`src/sv/mssr_pkg.sv`:
```
// ----------------------------------------------------------------------------
// mssr_pkg: shared types and constants of the mailbox service sequencer
// item formats, operation and status codes, service ids and register indexes
// ----------------------------------------------------------------------------
package mssr_pkg;

  typedef enum logic [3:0] {
    PH_IDLE,
    PH_BUSY,
    PH_STALE,
    PH_READY,
    PH_ACK,
    PH_REPLY,
    PH_BLOCK
  } phase_t;

  localparam logic ACT_CMD  = 1'b0;
  localparam logic ACT_READ = 1'b1;

  localparam logic [1:0] CMD_PING  = 2'd0;
  localparam logic [1:0] CMD_BOOT  = 2'd1;
  localparam logic [1:0] CMD_VTOR  = 2'd2;
  localparam logic [1:0] CMD_START = 2'd3;

  localparam logic [3:0] OP_RD_TX     = 4'd0;
  localparam logic [3:0] OP_RD_RX     = 4'd1;
  localparam logic [3:0] OP_RD_READY  = 4'd2;
  localparam logic [3:0] OP_WR_ACCESS = 4'd3;
  localparam logic [3:0] OP_WR_SET    = 4'd4;
  localparam logic [3:0] OP_WR_CLEAR  = 4'd5;
  localparam logic [3:0] OP_WR_BLOCK  = 4'd6;
  localparam logic [3:0] OP_RD_BLOCK  = 4'd7;
  localparam logic [3:0] OP_DONE      = 4'd8;

  localparam logic [2:0] ST_OK      = 3'd0;
  localparam logic [2:0] ST_BUSY    = 3'd1;
  localparam logic [2:0] ST_TIMEOUT = 3'd2;
  localparam logic [2:0] ST_NOCONN  = 3'd3;
  localparam logic [2:0] ST_SEERR   = 3'd4;

  localparam logic [9:0] SVC_HEARTBEAT = 10'd0;
  localparam logic [9:0] SVC_BOOT      = 10'd501;
  localparam logic [9:0] SVC_VTOR      = 10'd505;

  localparam logic [30:0] ERR_CLAMP = 31'h7FFF_FFFF;

  localparam logic [2:0] REG_READY_LIMIT = 3'd0;
  localparam logic [2:0] REG_ACK_LIMIT   = 3'd1;
  localparam logic [2:0] REG_REPLY_LIMIT = 3'd2;
  localparam logic [2:0] REG_ATTEMPTS    = 3'd3;
  localparam logic [2:0] REG_POINTER     = 3'd4;

  localparam logic [19:0] READY_LIMIT_RESET = 20'd100000;
  localparam logic [19:0] ACK_LIMIT_RESET   = 20'd100000;
  localparam logic [19:0] REPLY_LIMIT_RESET = 20'd1000000;
  localparam logic [6:0]  ATTEMPTS_RESET    = 7'd100;

  localparam int QDEPTH = 8;
  localparam int QAW    = $clog2(QDEPTH);
  localparam int MAXRES = 3;

  typedef struct packed {
    logic        action;
    logic [1:0]  command_kind;
    logic [31:0] target_cpu;
    logic [31:0] target_address;
    logic [31:0] read_value;
    logic [15:0] reply_header_error;
    logic [31:0] reply_service_error;
  } cmd_item_t;

  typedef struct packed {
    logic [3:0]  operation;
    logic [31:0] write_value;
    logic [9:0]  request_service;
    logic [31:0] request_cpu;
    logic [31:0] request_address;
    logic [2:0]  status;
    logic [30:0] error_value;
    logic        last_of_run;
  } result_t;

  typedef struct packed {
    logic [1:0]            count;
    result_t [MAXRES-1:0]  entry;
  } batch_t;

  typedef struct packed {
    logic [19:0] ready_poll_limit;
    logic [19:0] ack_poll_limit;
    logic [19:0] reply_poll_limit;
    logic [6:0]  heartbeat_attempts;
    logic [31:0] request_pointer;
  } cfg_t;

  function automatic result_t mk_op(logic [3:0] op, logic [31:0] wv);
    result_t r;
    r = '0;
    r.operation   = op;
    r.write_value = wv;
    return r;
  endfunction

  function automatic result_t mk_block(logic [9:0] svc, logic [31:0] cpu,
                                       logic [31:0] addr);
    result_t r;
    r = '0;
    r.operation       = OP_WR_BLOCK;
    r.request_service = svc;
    r.request_cpu     = cpu;
    r.request_address = addr;
    return r;
  endfunction

  function automatic result_t mk_done(logic [2:0] st, logic [30:0] err);
    result_t r;
    r = '0;
    r.operation   = OP_DONE;
    r.status      = st;
    r.error_value = err;
    return r;
  endfunction

endpackage

```
`src/sv/mssr_engine.sv`:
```
// ----------------------------------------------------------------------------
// mssr_engine: request sequencer state machine
// takes one item per cycle while accept is high and produces up to three results for it
// ----------------------------------------------------------------------------
module mssr_engine import mssr_pkg::*; (
  input  logic      clk,
  input  logic      rst,
  input  logic      accept,
  input  cmd_item_t item,
  input  cfg_t      cfg,
  output batch_t    batch
);

  phase_t      phase, phase_next;
  logic [19:0] poll_count, poll_count_next;
  logic [6:0]  attempt_count, attempt_count_next;
  logic [1:0]  pending_command, pending_command_next;
  logic        in_boot_stage, in_boot_stage_next;
  logic        in_heartbeat, in_heartbeat_next;
  logic [31:0] held_cpu, held_cpu_next;
  logic [31:0] held_address, held_address_next;

  logic        rv_nz;
  logic        wait_ok;
  logic [19:0] poll_inc;
  logic [19:0] limit_sel;
  logic        exhausted;
  logic [7:0]  att_inc;
  logic        give_up;
  logic        err_any;
  logic [31:0] err_raw;
  logic [30:0] err_val;
  logic        vtor_stage;
  logic [9:0]  svc_sel;

  assign rv_nz     = item.read_value != 32'd0;
  assign poll_inc  = poll_count + 20'd1;
  assign exhausted = poll_inc >= limit_sel;
  assign att_inc   = {1'b0, attempt_count} + 8'd1;
  assign give_up   = att_inc >= {1'b0, cfg.heartbeat_attempts};
  assign err_any   = (item.reply_header_error != 16'd0) || (item.reply_service_error != 32'd0);
  assign err_raw   = (item.reply_service_error != 32'd0) ? item.reply_service_error
                                                         : {16'd0, item.reply_header_error};
  assign err_val   = err_raw[31] ? ERR_CLAMP : err_raw[30:0];
  assign vtor_stage = (pending_command == CMD_VTOR) ||
                      ((pending_command == CMD_START) && !in_boot_stage);
  assign svc_sel   = vtor_stage ? SVC_VTOR : SVC_BOOT;

  always_comb begin
    case (phase)
      PH_READY: begin
        limit_sel = cfg.ready_poll_limit;
        wait_ok   = rv_nz;
      end
      PH_ACK: begin
        limit_sel = cfg.ack_poll_limit;
        wait_ok   = !rv_nz;
      end
      default: begin
        limit_sel = cfg.reply_poll_limit;
        wait_ok   = rv_nz;
      end
    endcase
  end

  // next state
  always_comb begin
    phase_next           = phase;
    poll_count_next      = poll_count;
    attempt_count_next   = attempt_count;
    pending_command_next = pending_command;
    in_boot_stage_next   = in_boot_stage;
    in_heartbeat_next    = in_heartbeat;
    held_cpu_next        = held_cpu;
    held_address_next    = held_address;
    if (accept) begin
      if (item.action == ACT_CMD) begin
        if (phase == PH_IDLE) begin
          pending_command_next = item.command_kind;
          held_cpu_next        = item.target_cpu;
          held_address_next    = item.target_address;
          in_boot_stage_next   = 1'b0;
          in_heartbeat_next    = 1'b0;
          phase_next           = PH_BUSY;
        end
      end else begin
        case (phase)
          PH_BUSY: begin
            if (rv_nz) begin
              phase_next = PH_IDLE;
            end else begin
              attempt_count_next = 7'd0;
              in_heartbeat_next  = 1'b1;
              phase_next         = PH_STALE;
            end
          end
          PH_STALE: begin
            poll_count_next = 20'd0;
            phase_next      = PH_READY;
          end
          PH_READY, PH_ACK, PH_REPLY: begin
            if (wait_ok) begin
              poll_count_next = 20'd0;
              case (phase)
                PH_READY: phase_next = PH_ACK;
                PH_ACK:   phase_next = PH_REPLY;
                default:  phase_next = PH_BLOCK;
              endcase
            end else begin
              poll_count_next = poll_inc;
              if (exhausted) begin
                if (!in_heartbeat || give_up) begin
                  phase_next = PH_IDLE;
                end else begin
                  attempt_count_next = att_inc[6:0];
                  phase_next         = PH_STALE;
                end
              end
            end
          end
          PH_BLOCK: begin
            if (in_heartbeat) begin
              if (pending_command == CMD_PING) begin
                phase_next = PH_IDLE;
              end else begin
                in_heartbeat_next = 1'b0;
                phase_next        = PH_STALE;
              end
            end else if (err_any) begin
              phase_next = PH_IDLE;
            end else if ((pending_command == CMD_START) && !in_boot_stage) begin
              in_boot_stage_next = 1'b1;
              in_heartbeat_next  = 1'b0;
              phase_next         = PH_BUSY;
            end else begin
              phase_next = PH_IDLE;
            end
          end
          default: begin
            phase_next = phase;
          end
        endcase
      end
    end
  end

  // results
  always_comb begin
    logic [1:0] k;
    k     = 2'd0;
    batch = '0;
    if (accept) begin
      if (item.action == ACT_CMD) begin
        if (phase == PH_IDLE) begin
          batch.entry[k] = mk_op(OP_RD_TX, 32'd0);
          k = k + 2'd1;
        end
      end else begin
        case (phase)
          PH_BUSY: begin
            if (rv_nz) begin
              batch.entry[k] = mk_done(ST_BUSY, 31'd0);
              k = k + 2'd1;
            end else begin
              batch.entry[k] = mk_block(SVC_HEARTBEAT, 32'd0, 32'd0);
              k = k + 2'd1;
              batch.entry[k] = mk_op(OP_RD_RX, 32'd0);
              k = k + 2'd1;
            end
          end
          PH_STALE: begin
            if (rv_nz) begin
              batch.entry[k] = mk_op(OP_WR_CLEAR, item.read_value);
              k = k + 2'd1;
            end
            batch.entry[k] = mk_op(OP_WR_ACCESS, 32'd1);
            k = k + 2'd1;
            batch.entry[k] = mk_op(OP_RD_READY, 32'd0);
            k = k + 2'd1;
          end
          PH_READY, PH_ACK, PH_REPLY: begin
            if (wait_ok) begin
              case (phase)
                PH_READY: begin
                  batch.entry[k] = mk_op(OP_WR_SET, cfg.request_pointer);
                  k = k + 2'd1;
                  batch.entry[k] = mk_op(OP_RD_TX, 32'd0);
                  k = k + 2'd1;
                end
                PH_ACK: begin
                  batch.entry[k] = mk_op(OP_RD_RX, 32'd0);
                  k = k + 2'd1;
                end
                default: begin
                  batch.entry[k] = mk_op(OP_WR_CLEAR, item.read_value);
                  k = k + 2'd1;
                  batch.entry[k] = mk_op(OP_WR_ACCESS, 32'd0);
                  k = k + 2'd1;
                  batch.entry[k] = mk_op(OP_RD_BLOCK, 32'd0);
                  k = k + 2'd1;
                end
              endcase
            end else if (exhausted) begin
              batch.entry[k] = mk_op(OP_WR_ACCESS, 32'd0);
              k = k + 2'd1;
              if (!in_heartbeat) begin
                batch.entry[k] = mk_done(ST_TIMEOUT, 31'd0);
                k = k + 2'd1;
              end else if (give_up) begin
                batch.entry[k] = mk_done(ST_NOCONN, 31'd0);
                k = k + 2'd1;
              end else begin
                batch.entry[k] = mk_block(SVC_HEARTBEAT, 32'd0, 32'd0);
                k = k + 2'd1;
                batch.entry[k] = mk_op(OP_RD_RX, 32'd0);
                k = k + 2'd1;
              end
            end else begin
              case (phase)
                PH_READY: batch.entry[k] = mk_op(OP_RD_READY, 32'd0);
                PH_ACK:   batch.entry[k] = mk_op(OP_RD_TX, 32'd0);
                default:  batch.entry[k] = mk_op(OP_RD_RX, 32'd0);
              endcase
              k = k + 2'd1;
            end
          end
          PH_BLOCK: begin
            if (in_heartbeat) begin
              if (pending_command == CMD_PING) begin
                batch.entry[k] = mk_done(ST_OK, 31'd0);
                k = k + 2'd1;
              end else begin
                batch.entry[k] = mk_block(svc_sel, held_cpu, held_address);
                k = k + 2'd1;
                batch.entry[k] = mk_op(OP_RD_RX, 32'd0);
                k = k + 2'd1;
              end
            end else if (err_any) begin
              batch.entry[k] = mk_done(ST_SEERR, err_val);
              k = k + 2'd1;
            end else if ((pending_command == CMD_START) && !in_boot_stage) begin
              batch.entry[k] = mk_op(OP_RD_TX, 32'd0);
              k = k + 2'd1;
            end else begin
              batch.entry[k] = mk_done(ST_OK, 31'd0);
              k = k + 2'd1;
            end
          end
          default: begin
            k = 2'd0;
          end
        endcase
      end
    end
    if (k != 2'd0) begin
      batch.entry[k - 2'd1].last_of_run = 1'b1;
    end
    batch.count = k;
  end

  always_ff @(posedge clk) begin
    if (rst) begin
      phase           <= PH_IDLE;
      poll_count      <= 20'd0;
      attempt_count   <= 7'd0;
      pending_command <= 2'd0;
      in_boot_stage   <= 1'b0;
      in_heartbeat    <= 1'b0;
      held_cpu        <= 32'd0;
      held_address    <= 32'd0;
    end else begin
      phase           <= phase_next;
      poll_count      <= poll_count_next;
      attempt_count   <= attempt_count_next;
      pending_command <= pending_command_next;
      in_boot_stage   <= in_boot_stage_next;
      in_heartbeat    <= in_heartbeat_next;
      held_cpu        <= held_cpu_next;
      held_address    <= held_address_next;
    end
  end

  a_cmd_starts: assert property (@(posedge clk) disable iff (rst)
    accept && (item.action == ACT_CMD) && (phase == PH_IDLE) |=> phase == PH_BUSY)
    else $error("accepted command in idle did not start a request");

  a_idle_holds: assert property (@(posedge clk) disable iff (rst)
    (phase == PH_IDLE) && !(accept && (item.action == ACT_CMD)) |=> phase == PH_IDLE)
    else $error("left idle without a command");

  a_silent_no_change: assert property (@(posedge clk) disable iff (rst)
    accept && (batch.count == 2'd0) |=> $stable(phase))
    else $error("item without results changed the phase");

endmodule

```
`src/sv/mssr_out_queue.sv`:
```
// ----------------------------------------------------------------------------
// mssr_out_queue: result queue
// takes up to three results per cycle and hands them out one at a time
// ----------------------------------------------------------------------------
module mssr_out_queue import mssr_pkg::*; (
  input  logic    clk,
  input  logic    rst,
  input  batch_t  batch,
  output logic    room,
  output logic    rsp_valid,
  input  logic    rsp_stall,
  output result_t rsp_item
);

  result_t        slot [QDEPTH];
  logic [QAW-1:0] wr_ptr;
  logic [QAW-1:0] rd_ptr;
  logic [QAW:0]   count, count_next;
  logic           pop;

  assign room      = count <= (QAW+1)'(QDEPTH - MAXRES);
  assign rsp_valid = count != '0;
  assign rsp_item  = slot[rd_ptr];
  assign pop       = rsp_valid && !rsp_stall;
  assign count_next = count + (QAW+1)'(batch.count) - (QAW+1)'(pop);

  always_ff @(posedge clk) begin
    for (int i = 0; i < MAXRES; i++) begin
      if (batch.count > 2'(i)) begin
        slot[wr_ptr + QAW'(i)] <= batch.entry[i];
      end
    end
  end

  always_ff @(posedge clk) begin
    if (rst) begin
      wr_ptr <= '0;
      rd_ptr <= '0;
      count  <= '0;
    end else begin
      wr_ptr <= wr_ptr + QAW'(batch.count);
      if (pop) begin
        rd_ptr <= rd_ptr + QAW'(1);
      end
      count <= count_next;
    end
  end

  a_no_overflow: assert property (@(posedge clk) disable iff (rst)
    (batch.count != 2'd0) |-> count <= (QAW+1)'(QDEPTH - MAXRES))
    else $error("results pushed without room");

  a_count_bound: assert property (@(posedge clk) disable iff (rst)
    count <= (QAW+1)'(QDEPTH))
    else $error("queue count beyond depth");

  a_empty_pointers: assert property (@(posedge clk) disable iff (rst)
    (count == '0) |-> (rd_ptr == wr_ptr))
    else $error("empty queue with unequal pointers");

endmodule

```
`src/sv/mailbox_service_request_sequencer.sv`:
```
// ----------------------------------------------------------------------------
// mailbox_service_request_sequencer: mailbox service request sequencer
// runs ping, boot, set-vtor and start requests to a secure enclave
// ----------------------------------------------------------------------------
// the req channel carries commands and the result of each bus read; the rsp
// channel carries bus operations and a final done item with status. an item
// is taken when valid is high and stall is low. each req item yields zero to
// three rsp items, the last one flagged by last_of_run.
// one req item per cycle is taken while req stall is low; rsp items leave
// at one per cycle while rsp stall is low, from an eight-entry queue, and
// req stall rises while fewer than three entries are free, so a stalled
// receiver backs up into req within a few items. the cfg channel is always
// ready and its writes are registered; indexes 0 to 4 select ready, ack and
// reply poll limits, heartbeat attempts and the request pointer, other
// indexes are dropped. write cfg only while idle.
// reset (synchronous, active high) clears the queue, returns the sequencer
// to idle and loads the default limits.
// ----------------------------------------------------------------------------
module mailbox_service_request_sequencer import mssr_pkg::*; (
  input  logic        clk,
  input  logic        rst,
  input  logic        req_valid,
  output logic        req_stall,
  input  cmd_item_t   req_item,
  output logic        rsp_valid,
  input  logic        rsp_stall,
  output result_t     rsp_item,
  input  logic        cfg_valid,
  output logic        cfg_ready,
  input  logic [2:0]  cfg_index,
  input  logic [31:0] cfg_data
);

  cfg_t   cfg;
  batch_t batch;
  logic   room;
  logic   accept;

  assign cfg_ready = 1'b1;
  assign req_stall = !room;
  assign accept    = req_valid && room;

  always_ff @(posedge clk) begin
    if (rst) begin
      cfg.ready_poll_limit   <= READY_LIMIT_RESET;
      cfg.ack_poll_limit     <= ACK_LIMIT_RESET;
      cfg.reply_poll_limit   <= REPLY_LIMIT_RESET;
      cfg.heartbeat_attempts <= ATTEMPTS_RESET;
      cfg.request_pointer    <= 32'd0;
    end else if (cfg_valid && cfg_ready) begin
      case (cfg_index)
        REG_READY_LIMIT: cfg.ready_poll_limit   <= cfg_data[19:0];
        REG_ACK_LIMIT:   cfg.ack_poll_limit     <= cfg_data[19:0];
        REG_REPLY_LIMIT: cfg.reply_poll_limit   <= cfg_data[19:0];
        REG_ATTEMPTS:    cfg.heartbeat_attempts <= cfg_data[6:0];
        REG_POINTER:     cfg.request_pointer    <= cfg_data;
        default:         cfg.request_pointer    <= cfg.request_pointer;
      endcase
    end
  end

  mssr_engine u_engine (
    .clk    (clk),
    .rst    (rst),
    .accept (accept),
    .item   (req_item),
    .cfg    (cfg),
    .batch  (batch)
  );

  mssr_out_queue u_queue (
    .clk       (clk),
    .rst       (rst),
    .batch     (batch),
    .room      (room),
    .rsp_valid (rsp_valid),
    .rsp_stall (rsp_stall),
    .rsp_item  (rsp_item)
  );

endmodule
```
`config.mk`:
```
export PLATFORM = sky130hd
export DESIGN_NAME = mailbox_service_request_sequencer
export DESIGN_NICKNAME = d
export VERILOG_FILES = /design/src/sv/mssr_pkg.sv /design/src/sv/mssr_engine.sv /design/src/sv/mssr_out_queue.sv /design/src/sv/mailbox_service_request_sequencer.sv
export SDC_FILE = /design/constraint.sdc
export NUM_CORES = 2
export LEC_CHECK = 0
export BUFFER_PORTS_ARGS = -buffer_cell sky130_fd_sc_hd__buf_4
export CORE_MARGIN = 3
export CORE_UTILIZATION = 40
export DETAILED_ROUTE_END_ITERATION = 16
export GPL_TIMING_DRIVEN = 0
export SETUP_SLACK_MARGIN = 0.05
export SYNTH_ARGS = -nofsm -noshare
export SYNTH_HDL_FRONTEND = slang
export SYNTH_SLANG_ARGS = --single-unit
```
`constraint.sdc`:
```
create_clock -name clk -period 20.4 [get_ports clk]
set_input_delay 4.08 -clock clk [delete_from_list [all_inputs] [get_ports clk]]
set_output_delay 4.08 -clock clk [all_outputs]
set_load 0.005 [all_outputs]
```
# Word level (Yosys, flattened, before mapping)
# Memory sizes are Yosys's and may differ from the RTL's. A register that Yosys moved wholly into a read port is not among the register bits.
# Index checks and enable logic that the tools add are counted.
[word_totals]
input_bits = 187
regBits = 208
ram_bits = 1160
word_cells = 204
memories = 1
[op_classes]
mux = 95
n_bitwise = 7
n_addsub = 11
reduce_logical = 38
n_eq_ne = 24
order_cmp = 12
[memory_table]
columns = ["memory", "words", "word_bits", "read_ports", "rd_clocked_by_memory_dff", "wr", "line_no", "rtl"]
rows = [
  ["u_queue.slot", 8, 145, 1, 1, 3, "mssr_out_queue.sv:15", "result_t slot [QDEPTH];"],
]
[ops]
columns = ["operator", "n"]
rows = [
  ["145-bit 2-to-1 mux", 13],
  ["435-bit 2-to-1 mux", 3],
  ["290-bit one-hot mux with 4 select lines", 1],
  ["145-bit demux with 2-bit select", 3],
  ["142-bit 2-to-1 mux", 5],
  ["435-bit bitwise mux", 1],
  ["432-bit bitwise AND", 1],
  ["432-bit inverter", 1],
  ["142-bit by 426-bit bitwise AND with 426-bit output", 1],
  ["426-bit inverter", 1],
  ["290-bit 2-to-1 mux", 1],
  ["145-bit one-hot mux with 2 select lines", 1],
  ["144-bit 2-to-1 mux", 2],
  ["144-bit one-hot mux with 2 select lines", 1],
  ["287-bit 2-to-1 mux", 1],
  ["143-bit 2-to-1 mux", 2],
  ["143-bit one-hot mux with 2 select lines", 1],
  ["20-bit one-hot mux with 2 select lines", 2],
  ["32-bit nonzero test", 2],
  ["32-bit 2-to-1 mux", 1],
  ["31-bit 2-to-1 mux", 1],
  ["2-bit 2-to-1 mux", 14],
  ["4-bit 2-to-1 mux", 7],
  ["7-bit 2-to-1 mux", 4],
  ["other kinds (56)", 117],
]

# Longest topological paths before layout
[logic_depth]
ltp_word = 17
depth_mapped = 24

# Hierarchy
# A second synthesis with hierarchy kept.
[hier_totals]
hier_cells = 9735
area_unflattened_um2 = 91021.0
[modules_own_cells]
columns = ["mod", "cells_per_inst", "instances", "area_per_inst_um2"]
rows = [
  ["mssr_out_queue", 8109, 1, 78013.6],
  ["mssr_engine", 1244, 1, 8964.8],
  ["mailbox_service_request_sequencer", 382, 1, 4042.6],
]

# Least setup slack after synthesis
# Ideal clock, no wire load.
[synth_timing]
path_type = "input to register"
startpoint = "input port req_item[63] in the netlist's numbering"
endpoint = "memory u_queue.slot[0][0] in the netlist's numbering (enable)"
setup_slack_ps = 4019
cell_stages = 11
arrival_ps = 15554
path_cell_list = "nor4_1 nand4_1 or2_0 clkbuf_1 o2111a_1 clkbuf_1 a21o_1 buf_2 inv_2 nor3_1 o21ai_0"
[synth_lines]
columns = ["item", "line_no", "rtl"]
rows = [
  ["start, declared", "mailbox_service_request_sequencer.sv:24", "input cmd_item_t req_item,"],
  ["end, declared", "mssr_out_queue.sv:15", ""],
]

==> metrics.yaml <==
sta:
  final.setup_skew_ns: 0.0251
  fin_crit_ns: 8.72
  rsz0062_at_grt: "no"
  slew_headroom_pct: 1.73
  timing.fmax_ghz: 0.115
  hold_viol_final: 0
  hold_slack_ns: 0.452
  setup_viol_count_final: 0
  final_max_slew_viol_count: 0
  fin_crit_sh_pct: 42.7
  worstMarginPinSlew_ns: 1.47
worst_setup_path:
  worstSetupPathType: "flop to primary output"
  r2r_slack_ns: 13.41
  endpoint: "rsp_item[103]"
  cp.buffers_inverters: 5
  worst-path-max-fanout: 10
  slowest_delay_ns: 1.12
  critPathSlowestCell: "clkbuf_1"
  endpoint_kind: "primary output"
  rr_worst_depth: 18
  start_kind: "flop"
  rr_startpoint: "u_engine.phase[0]"
  crit_family: "buffers and inverters"
  path_depth: 7
  path_cells: "clkbuf_1 -> clkbuf_1 -> buf_1 -> mux4_2 -> mux2_2 -> buf_4 -> buf_4"
  cp_data_required_time_ns: 16.32
  arrival_ns: 4.64
  r2r_end: "u_queue.slot[2][71]"
placement:
  place_congestion: 0.909
  port_buffers: 329
  dp_hpwl_um: 122000
  placedInstanceArea_um2: 63900
pwr:
  seqPwrFrac_pct: 42.9
  internal-power_uw: 5120
  ir_worst_vdd_uv: 79.5
  power_density_nw_per_um2: 102
  share_comb_of_total_power_pct: 21.1
  p_total_uw: 6970
  p_sw_share_pct: 26.5
  leakage_uw: 0.0251
  p_clk_share_pct: 36.1
  power_switching_uw: 1840
yosys:
  synth_cell_types: 78
  ys.flop_type: "edfxtp_1"
  synth_xor_area_share_pct: 0.471
  avgSynthCellArea_um2: 13.0
  yosys.area_share.simple_pct: 11.9
  synth-compound-area-share_pct: 5.83
  synth_edf_count: 1104
  synth_cells: 4430
  synthMuxAreaShare_pct: 13.6
  async_flop_share_pct: 0
  synth-adder-area-share_pct: 0.934
  synth_seq_cells: 1314
  yosysTopAreaCell: "edfxtp_1"
  netlist_top_cells_area: "edfxtp_1 58%, mux4_2 11%, dfxtp_1 7.3%"
  synth_top_family_by_area: "multiplexers"
  yosysSeqAreaShare_pct: 64.8
  mappedNetlistArea_um2: 57600
  synth_top_area_share_pct: 57.5
  yosysWarnings: 0
die:
  start_util_pct: 40.5
  dieArea_um2: 149000
  boundaryPins: 335
  die_w_um: 385
  core.rowCount: 138
  core_area_um2: 142000
  die_y_um: 385
clock_tree:
  cts-root-buf: "clkbuf_16"
  path_clk_slew_ns: 0.06
  numCtsBuffers: 145
  cts_buffer_depth: 3
  cts_setup_buffers: 0
  htree_levels: 4
  postCtsHoldBufs: 0
  tritoncts: "yes"
  cts.repair.resized: 0
  worstSkewPairLatency_ns: 0.77
  clkSinkCount: 1314
detailed_routing:
  first_pass_iters: 6
  drc: 0
  wl_per_cell_um: 25.6
  routed_wl_um: 179000
  dr.first_iter.drc_count: 4327
  via_per_inst: 5.61
  dr_total_vias: 39200
  ant_nets: 0
final_layout:
  syn2layout_area_growth_pct: 18.8
  drive_gt1_share_pct: 21.3
  fill_cells: 12700
  seq_area_um2: 37400
  finalNetCount: 5197
  fin_area_um2: 68500
  multi_input_area_um2: 19000
global_route:
  grt_max_degree: 23
  antenna_found_initial: 6
  grt_util_all_layers_pct: 23.9
  grt_pass1_vias: 39000
  grt_first_pass_wirelength_um: 260000
  grt_overflow: 0
flow_run:
  maxCapViolCount: 0
outcome:
  status: "completed"
min_path:
  hold_class: "flop to flop"
power groups by stage:
stage               registers [uW]  clock network [uW]  logic [uW]
detailed placement            3040                   0        1490
global route                  2990                2660        1560
floorplan                     3060                   0         842
CTS                           2990                2550        1500
global placement              3110                   0        1460
finish                        2990                2510        1470
flip-flops by register name, indices dropped and copies added, names as in the netlist, 3 cells and up, named ones only:
register                flops
u_queue.slot             1104
cfg                        99
u_engine.poll_count        20
u_queue.wr_ptr              3
u_engine.held_cpu          32
u_engine.phase              3
u_engine.attempt_count      7
u_queue.count               4
u_engine.held_address      32
u_queue.rd_ptr              3
final cells by class:
cell class | instances | share of cell area, %
Antenna cell | 4 | 0.0146
Buffer | 313 | 1.83
Clock buffer | 199 | 5.79
Clock inverter | 66 | 0.784
Inverter | 36 | 0.201
Multi-Input combinational cell | 2768 | 27.7
Sequential cell | 1314 | 54.6
Tap cell | 1890 | 3.45
Timing Repair Buffer | 391 | 5.64
per-layer routing:
| metal | track usage, % | share of wire [%] | vias up |
|---|---|---|---|
| met5 | 0 | 0 | - |
| met4 | 7.58 | 2.8 | 0 |
| met3 | 4.51 | 8.6 | 278 |
| met2 | 38.3 | 47 | 1776 |
| met1 | 32.9 | 41 | 19800 |
| li1 | - | - | 17400 |
worst min-delay path by stage:
stage | start | slack, ns | cells after the start | to
floorplan | cfg[19] | 0.43 | 2 | cfg[19]
global placement | cfg[47] | 0.44 | 2 | cfg[47]
detailed placement | cfg[16] | 0.45 | 2 | cfg[16]
CTS | cfg[16] | 0.45 | 2 | cfg[16]
global route | cfg[51] | 0.48 | 2 | cfg[51]
finish | cfg[21] | 0.45 | 2 | cfg[21]
worst register-to-register path, cell delays in order, from the launching register on:
cell and delay, ns:
dfxtp_1 0.30, buf_2 0.20, clkinv_1 0.33, nor2_1 0.73
nor2_1 0.36, clkbuf_1 0.33, a21oi_1 0.33, ha_1 0.21
nand4_1 0.17, or4_1 0.58, o221a_2 0.36, a2111oi_4 0.44
buf_2 0.33, a2bb2oi_2 0.38, clkbuf_1 0.62, o21bai_4 0.27
buf_12 0.22, buf_12 0.24, buf_12 0.24
logic make-up (layout without fill, tap and decap cells):
group | after synthesis | after routing
xor+xnor | 31 | 31
compound gates | 556 | 556
flops | 1314 | 1314
fa+ha+maj | 42 | 42
other cells | 2 | 7
simple gates | 1716 | 1716
mux | 420 | 420
buf+inv | 349 | 1005
cells in the final DEF, fill, tap and decap left out, types with 6 or more instances in the layout:
cell and n:
edfxtp_1 1104, nor2_1 1025, nand2_1 509, buf_4 337
a21oi_1 327, mux4_2 276, clkbuf_1 236, dfxtp_1 210
clkbuf_16 148, mux2_2 139, buf_1 80, o21ai_0 50
nand3_1 49, a22o_1 47, ha_1 39, buf_12 38
inv_1 33, nor4_1 32, buf_2 31, clkinv_2 28
nor3_1 24, buf_16 22, clkinv_1 20, xnor2_1 18
o22ai_1 18, a22oi_1 16, xor2_1 13, a211o_1 13
o221ai_1 12, nand4_1 11, a211oi_1 11, a21o_1 11
nand2b_1 9, or3_1 9, and3_1 8, nor2b_1 8
o211ai_1 7, o21ai_4 7, clkbuf_8 7, inv_6 6
cells in the mapped netlist (3+ instances only):
cell	instances
edfxtp_1	1104
nor2_1	1025
nand2_1	509
a21oi_1	327
mux4_2	276
dfxtp_1	210
clkbuf_1	193
mux2_2	139
buf_1	80
o21ai_0	57
nand3_1	49
a22o_1	47
ha_1	39
inv_1	33
nor4_1	32
buf_2	31
nor3_1	25
o22ai_1	18
xnor2_1	18
a22oi_1	16
a211o_1	13
xor2_1	13
o221ai_1	12
a211oi_1	11
a21o_1	11
nand4_1	11
nand2b_1	9
or3_1	9
and3_1	8
buf_4	8
nor2b_1	8
o211ai_1	7
mux2i_1	5
nor2_4	5
or2_2	5
or4_1	4
a31o_2	3
a32o_1	3
and2_1	3
nand3b_1	3
metrics by stage:
step	setup WS [ns]	cells	util, %	TNS, ns
final	11.68	6981	48.1	0
after global routing	11.45	6978	48.1	0
after CTS	11.56	6976	48.1	0
after detailed placement	11.64	6711	44.9	0
after global placement	-8.28	6650	43.9	-7635.09
after floorplan	4.02	4431	-	0
(Power assumes the default switching activity.)
